$ cat config.mk
export PLATFORM = sky130hd
export DESIGN_NAME = wwa_ctrl
export DESIGN_NICKNAME = d
export VERILOG_FILES = /design/src/hdl/wwa_pkg.sv /design/src/hdl/wwa_ctrl.sv
export VERILOG_INCLUDE_DIRS = /design/src /design/src/hdl
export SDC_FILE = /design/constraint.sdc
export NUM_CORES = 1
export LEC_CHECK = 0
export BUFFER_PORTS_ARGS = -buffer_cell sky130_fd_sc_hd__clkbuf_2
export CORE_AREA = 2 2 39 41
export CTS_BUF_LIST = sky130_fd_sc_hd__clkbuf_4 sky130_fd_sc_hd__clkbuf_8
export CTS_CLUSTER_SIZE = 12
export DETAILED_ROUTE_END_ITERATION = 10
export DIE_AREA = 0 0 41 43
export SLEW_MARGIN = 20
export SYNTH_ARGS = -nofsm -noshare
export SYNTH_HDL_FRONTEND = slang
export SYNTH_SLANG_ARGS = --single-unit
$ cat constraint.sdc
create_clock -name i_clk -period 0.94 [get_ports i_clk]
set_input_delay 0.141 -clock i_clk [delete_from_list [all_inputs] [get_ports i_clk]]
set_output_delay 0.141 -clock i_clk [all_outputs]
set_load 0.005 [all_outputs]
$ cat src/hdl/assert_macros.svh
`ifndef ASSERT_MACROS_SVH
`define ASSERT_MACROS_SVH

// Check an implication in the same cycle.
`define ASSERT_IMPLIES(lbl, clk, rstn, ante, cons, msg) \
    lbl: assert property (@(posedge clk) disable iff (!rstn) (ante) |-> (cons)) \
        else $error(msg);

// Check a consequence in the cycle after the antecedent.
`define ASSERT_NEXT(lbl, clk, rstn, ante, cons, msg) \
    lbl: assert property (@(posedge clk) disable iff (!rstn) (ante) |=> (cons)) \
        else $error(msg);

`endif

$ cat src/hdl/wwa_pkg.sv
package wwa_pkg;

    localparam int RING_DEPTH_DEF = 128;

    localparam logic [15:0] WINDOW_RESET = 16'd120;
    localparam logic [11:0] HALF_TURN    = 12'd1800;
    localparam logic [11:0] FULL_TURN    = 12'd3600;
    localparam logic [11:0] SOUTH_LOW    = 12'd900;
    localparam logic [11:0] SOUTH_HIGH   = 12'd2700;
    localparam logic [7:0]  COUNT_SAT    = 8'd255;

    typedef struct packed {
        logic [31:0] now_seconds;
        logic [15:0] wind_speed;
        logic [11:0] dir_tenths;
    } t_in_item;

    typedef struct packed {
        logic [15:0] speed_average;
        logic [15:0] gust_speed;
        logic [11:0] direction_average;
        logic [7:0]  sample_count;
    } t_out_item;

    typedef struct packed {
        logic [31:0] time_stamp;
        logic [15:0] speed;
        logic [11:0] heading;
    } t_ring_entry;

    typedef enum logic {
        DIV_SPEED,
        DIV_DIRECTION
    } t_div_sel;

    typedef struct packed {
        logic     capture;
        logic     div_start;
        t_div_sel div_sel;
        logic     load_out;
    } t_dp_cmd;

    typedef struct packed {
        logic scan_done;
        logic div_done;
    } t_dp_sts;

endpackage

$ cat src/hdl/wwa_ctrl.sv
`include "assert_macros.svh"

module wwa_ctrl
    import wwa_pkg::*;
(
    input  logic    i_clk,
    input  logic    i_rst_n,
    input  logic    i_in_valid,
    output logic    o_in_ready,
    output logic    o_out_valid,
    input  logic    i_out_ready,
    input  t_dp_sts i_sts,
    output t_dp_cmd o_cmd
);

    typedef enum logic [2:0] {
        S_IDLE,
        S_SCAN,
        S_DIV_SPD,
        S_DIV_DIR,
        S_DONE
    } t_state;

    t_state  r_state;
    t_state  n_state;
    logic    r_out_valid;
    logic    n_out_valid;
    t_dp_cmd cmd;

    always_comb begin
        cmd         = '0;
        cmd.div_sel = DIV_SPEED;
        n_state     = r_state;
        n_out_valid = r_out_valid && !i_out_ready;
        unique case (r_state)
            S_IDLE: begin
                if (i_in_valid) begin
                    cmd.capture = 1'b1;
                    n_state     = S_SCAN;
                end
            end
            S_SCAN: begin
                if (i_sts.scan_done) begin
                    cmd.div_start = 1'b1;
                    cmd.div_sel   = DIV_SPEED;
                    n_state       = S_DIV_SPD;
                end
            end
            S_DIV_SPD: begin
                if (i_sts.div_done) begin
                    cmd.div_start = 1'b1;
                    cmd.div_sel   = DIV_DIRECTION;
                    n_state       = S_DIV_DIR;
                end
            end
            S_DIV_DIR: begin
                if (i_sts.div_done) begin
                    n_state = S_DONE;
                end
            end
            S_DONE: begin
                // hold the result until the output register frees up
                if (!r_out_valid || i_out_ready) begin
                    cmd.load_out = 1'b1;
                    n_out_valid  = 1'b1;
                    n_state      = S_IDLE;
                end
            end
            default: begin
                n_state = S_IDLE;
            end
        endcase
    end

    always_ff @(posedge i_clk) begin
        if (!i_rst_n) begin
            r_state     <= S_IDLE;
            r_out_valid <= 1'b0;
        end else begin
            r_state     <= n_state;
            r_out_valid <= n_out_valid;
        end
    end

    assign o_in_ready  = (r_state == S_IDLE);
    assign o_out_valid = r_out_valid;
    assign o_cmd       = cmd;

    `ASSERT_IMPLIES(a_div_done_in_div, i_clk, i_rst_n, i_sts.div_done,
        (r_state == S_DIV_SPD) || (r_state == S_DIV_DIR), "division done outside division")
    `ASSERT_IMPLIES(a_no_overwrite, i_clk, i_rst_n, cmd.load_out,
        !r_out_valid || i_out_ready, "result loaded over an untaken transaction")

endmodule

# After elaboration in Yosys (flattened, before gate mapping)

Cells that the tools add are included.

Eq/ne operators: 9
Muxes and demuxes: 15
Reductions and logical operators: 6

Operator list:

| kind                 | number |
|---|---|
| $mux W3              | 5 |
| $pmux W3 S5          | 1 |
| $ne A2 B2 Y1 const B | 5 |
| $eq A3 B2 Y1 const B | 2 |
| $mux W1              | 6 |
| $reduce_and A5 Y1    | 1 |
| $mux W2              | 2 |
| $pmux W2 S2          | 1 |
| $eq A3 B1 Y1 const B | 1 |
| $eq A3 B3 Y1 const B | 1 |
| $logic_not A3 Y1     | 1 |
| $logic_not A1 Y1     | 2 |
| $logic_and A1 B1 Y1  | 1 |
| $logic_or A1 B1 Y1   | 1 |

Register bits after elaboration: 4
Input port bits: 6
Logic and storage cells: 32

# Longest topological paths before layout

Gate-level depths: netlist of run 1.

Word-level depth: 4
Mapped depth: 4

# Worst setup path after synthesis of run 1

OpenSTA, ideal clock, no wires.

Kind: flip-flop to output port
From: register r_state[1]
To: output port o_cmd[2] (netlist name)
Arrival: 0.841 ns
Required time: 0.799 ns
Slack: -0.042 ns
Stages on the path, launching flop included: 4
Buffers on the path: 0
Path through: dfxtp_1 -> nand2_2 -> or2_1 -> a21oi_2

RTL lines:

| element                  | line           | source |
|---|---|---|
| start: declaration       | wwa_ctrl.sv:24 | `t_state r_state;` |
| start signal: assignment | wwa_ctrl.sv:80 | `r_state <= n_state;` |
| end: declaration         | wwa_ctrl.sv:13 | `output t_dp_cmd o_cmd` |

==> out/metrics.csv, run 1 <==
metric;value;unit
outcome;finished, violations left;
violations;negative setup slack;
finalSetupViolations;6;
ys_seq_area_frac;0.335;
min-delay-start;i_rst_n;
cts_tree;built;
drive_above_1_share;0.660;
numCtsBuffers;3;
cp-end-kind;output pin;
crit_start;r_state[1];
rsz0062_at_grt;yes;
yosysMostFrequentCell;dfxtp_1;
whs;0.159;ns
finalHoldViolations;0;
layout.nets;55;
p_clk_frac;0.408;
placed_area;354;um2
antenna_found_initial;0;
dr.pass1.iters;2;
chipWidth;41;um
hp-class;in -> reg;
io_buffers;11;
reg2reg_from;r_state[1];
intPower;0.000384;W
grt_pass1_wl;683;um
instances_no_fill;63;
worstMarginPinSlew;0.180;ns
die_area;1760;um2
synthDistinctLibCells;20;
syn_inst;28;
yosys_register_bits;4;
syn-cell-area;239;um2
drc_errors;0;
finalCritPeriodShare;1.32;
cts_num_sinks;4;
power.leakage;0.186;nW
syn_nets;34;
maxCapViolations;0;
postRouteAntennaNets;0;
initial_utilization;0.173;
slew_violations;0;
synth-main-ff-cell;dfxtp_1;
via_per_inst;4.11;
switching_share;0.237;
wire_per_inst;7.79;um
first_global_vias;204;
root_buffer;clkbuf_4;
critical_path_class;reg -> out;
fmax;809;MHz
htree_levels;1;
place_inst;60;
rows;14;
syn2layout_area_growth;69.6;%
diodes;0;
ios;12;
avgSynthCellArea;8.53;um2
synth_top_area_share;0.335;
final_util;0.293;
fp.dieH;43;um
synth_top_area_cell;dfxtp_1;
gr-total-overflow;0;
nFillCells;159;
p_comb_frac;0.202;
wirelength;491;um
gp_congestion;0.638;
core;1380;um2
synth_warnings;0;
cts.path.max_buffers;2;
clock_latency;0.23;ns
arrival;1.10;ns
p_seq_frac;0.390;
slew_headroom;0.880;
via_count;259;
synth_edf_count;0;
min_period;1.24;ns
final.setup_skew;0.00337;ns
postLayoutCellArea;405;um2
setup_slack;-0.296;ns
grt_max_degree;9;
crit_required;0.80;ns
p_per_area;1240;nW/um2
critical_path.max_fanout;7;
grt_use_total;0.0632;
clk_pin_slew;0.04;ns
critPathLaunchType;register;
drt_iter0_drc;2;
synth_commonest_cells;4 x dfxtp_1, 3 x nand2_1, 2 x a21oi_1, 2 x nand2b_1, 2 x nor2b_1;
ir_drop;0.485;mV
async_reset_ff_frac;0;
p_sw;0.000119;W
dpl.hpwl;391;um
synthTopCellsByArea;dfxtp_1 34%, nand2b_1 5.2%, nor2b_1 5.2%;
[sequential cells by signal (all words and copies together) (netlist names)]
signal,flops
o_out_valid,1
r_state,3
[kinds of logic after synthesis]
group | share of synthesized area
simple gates | 0.445
compound gates | 0.173
buf+inv | 0.0471
flops | 0.335
[per-layer routing]
| layer | track usage | share of wire |
|---|---|---|
| met1 | 0.0609 | 0.43 |
| met2 | 0.0813 | 0.49 |
| met3 | 0.0314 | 0.075 |
| met4 | 0.0800 | 0 |
| met5 | 0 | 0 |
[power by group through the flow]
| stage | logic (W) | clock network (W) | registers, W |
|---|---|---|---|
| final | 0.000102 | 0.000205 | 0.000196 |
| after global routing | 0.000115 | 0.000232 | 0.000198 |
| after CTS | 0.0000929 | 0.000219 | 0.000195 |
| after detailed placement | 0.0000881 | 0 | 0.000198 |
| after global placement | 0.0000872 | 0 | 0.000198 |
| after floorplan | 0.0000587 | 0 | 0.000189 |
[layout make-up]
class,count,area [um2],area share
tap,16,20.0,0.0494
timing repair buffer,17,100,0.247
multi-input combinational,23,174,0.429
sequential,4,88.8,0.219
clock buffer,3,22.5,0.0556
[placed cells by master (no fill, tap or decap), drive strengths merged, types with 2 or more instances in the layout]
cell and n:
buf 10, nor2b 2, nand2b 3, clkbuf 10, dfxtp 4, a21oi 3
nand2 4
[what timing repair did]
item / in CTS / in global routing
buffers inserted: 0 / 1
endpoints found under the setup margin: 9 / 8
resized for setup: 4 / 8
pin swaps: 4 / 4
hold buffers: 0 / 0
[critical path, cell delays in order (launching register included)]
cell	delay, ns
dfxtp_4	0.37
nand2_2	0.05
or2_1	0.23
a21oi_2	0.11
buf_2	0.11
[through the flow]
stage	setup TNS [ns]	total power, W	setup slack, ns
floorplan	0	0.000248	0.0126
global placement	-0.387	0.000285	-0.0862
detailed placement	-0.431	0.000286	-0.0941
CTS	-1.42	0.000507	-0.322
global route	-1.79	0.000545	-0.368
finish	-1.31	0.000503	-0.296
[final timing paths]
path / end / slack [ns] / depth (start not counted)
worst max-delay path: o_cmd[2] / -0.30 / 4
worst min-delay path: o_out_valid / 0.16 / 2
worst max register to register: r_state[0] / -0.04 / 4
worst min register to register: r_state[1] / 0.51 / 2
Note: power is estimated with default switching activity, not from simulation.
==> run 2, diff against run 1 <==
Clock period 0.94 ns to 1.3 ns, I/O delays scaled along.
==> run 2 against run 1 <==
  * The run still ends with negative setup slack left
  * Clock skew fell by 0.0027 ns
  * Core utilization is 2.5 points lower
  * Die area unchanged
==> out/metrics.csv, run 2 (same netlist as run 1, synthesis figures left out) <==
metric;value;unit
r2r_setup_slack;0.24;ns
crit_start;r_state[1];
slew_violations;0;
rr_worst_depth;5;
postLayoutCellArea;370;um2
cpMaxStageDelayCell;dfxtp_4;
outcome;finished, violations left;
r2r_end;r_state[2];
clk_pin_slew;0.04;ns
crit_required;1.11;ns
postRouteAntennaNets;0;
final_cell_mix;9 x clkbuf_2, 3 x nand2_1, 3 x clkbuf_4, 3 x buf_4;
drive_above_1_share;0.568;
regMostFlops;r_state;
rsz0062_at_grt;yes;
cts_tree;built;
largest_reg_flops;3;
gr-total-overflow;0;
root_buffer;clkbuf_4;
chipWidth;41;um
diodes;0;
ios;12;
finalHoldViolations;0;
worstMarginPinSlew;0.339;ns
dpl.hpwl;410;um
critical_path.max_stage_delay;0.38;ns
ctsHoldBuffers;0;
tns;-0.0450;ns
grt_pass1_wl;828;um
finalCritPeriodShare;1.02;
layout.nets;52;
fp.dieH;43;um
via_count;251;
wire_per_inst;9.78;um
min-delay-start;i_rst_n;
first_global_vias;220;
final_common_cell;clkbuf_2;
die_area;1760;um2
violations;negative setup slack;
grt_max_degree;9;
critical_path.max_fanout;8;
dr.pass1.iters;1;
final.setup_skew;0.000632;ns
finalSetupViolations;2;
numCtsBuffers;3;
slew_headroom;0.774;
setup_slack;-0.0300;ns
initial_utilization;0.173;
critical_path_class;reg -> out;
syn2layout_area_growth;55.0;%
htree_levels;1;
rows;14;
power.leakage;0.162;nW
placed_area;303;um2
gp_congestion;0.638;
arrival;1.13;ns
via_per_inst;4.18;
drt_iter0_drc;0;
drc_errors;0;
place_inst;54;
min_period;1.33;ns
reg2reg_from;r_state[1];
fmax;752;MHz
clock_latency;0.23;ns
hp-class;in -> reg;
antenna_found_initial;0;
io_buffers;11;
grt_use_total;0.0782;
nFillCells;149;
instances_no_fill;60;
endpoint;o_cmd[2];
crit_chain;nand2_2 > or2_1 > a21oi_2 > buf_2;
ir_drop;0.331;mV
core;1380;um2
p_per_area;942;nW/um2
final_util;0.268;
dp_worst_setup_slack;0.0969;ns
cts.path.max_buffers;2;
cts_num_sinks;4;
cp-end-kind;output pin;
maxCapViolations;0;
critPathLaunchType;register;
wirelength;587;um
==> run 2: cell types whose count changed in the layout (fill, tap and decap cells not counted), moves of 2 or more <==
| cell | before | now |
|---|---|---|
| buf_4 | 6 | 3 |
| a21oi_1 | 0 | 2 |
| buf_2 | 4 | 2 |
| a21oi_2 | 3 | 1 |
| clkbuf_2 | 7 | 9 |
==> run 2: final cells by class <==
type / instances / area [um2] / share of cell area
well taps: 16 / 20.0 / 0.0541
clock buffers: 3 / 22.5 / 0.0608
flip-flops and latches: 4 / 88.8 / 0.240
multi-input cells: 23 / 161 / 0.436
repair buffers: 14 / 77.6 / 0.209
==> run 2: how the worst min path moves through the flow <==
stage | cells past startpoint | slack [ns] | end
6_report | 2 | 0.21 | o_out_valid
5_1_grt | 2 | 0.20 | o_out_valid
4_1_cts | 2 | 0.20 | o_out_valid
3_5_place_dp | 2 | 0.45 | o_out_valid
3_3_place_gp | 2 | 0.44 | o_out_valid
2_1_floorplan | 1 | 0.31 | o_out_valid
==> run 2: repair_timing <==
action                     4_1_cts  5_1_grt
buffers inserted                 2        1
setup endpoints to repair        4        4
pin swaps                        1        1
resized for setup                5        5
==> run 2: per-layer routing <==
| metal | vias up | GRT usage | wire, um |
|---|---|---|---|
| li1 | 127 | - | - |
| met4 | 0 | 0.100 | 0 |
| met1 | 117 | 0.0703 | 219 |
| met2 | 7 | 0.109 | 331 |
| met5 | - | 0 | 0 |
| met3 | 0 | 0.0314 | 36 |
==> run 2: critical path: cells and delay by family (launching register included) <==
family                 cells  cell delay (ns)
flip-flops                 1             0.38
AND/OR/NAND/NOR            2             0.29
AO/OA/AOI/OAI              1             0.11
buffers and inverters      1             0.11
==> run 2: stage by stage <==
stage,power [W],hold WS (ns)
floorplan,0.000176,0.313
global placement,0.000195,0.444
detailed placement,0.000196,0.448
CTS,0.000361,0.202
global route,0.000380,0.202
finish,0.000349,0.207
==> run 2: report_power, final <==
part           switching [W]  internal, W  leakage, nW
Combinational      0.0000240    0.0000325        0.114
Clock              0.0000486     0.000103       0.0138
Sequential         0.0000130     0.000128       0.0344
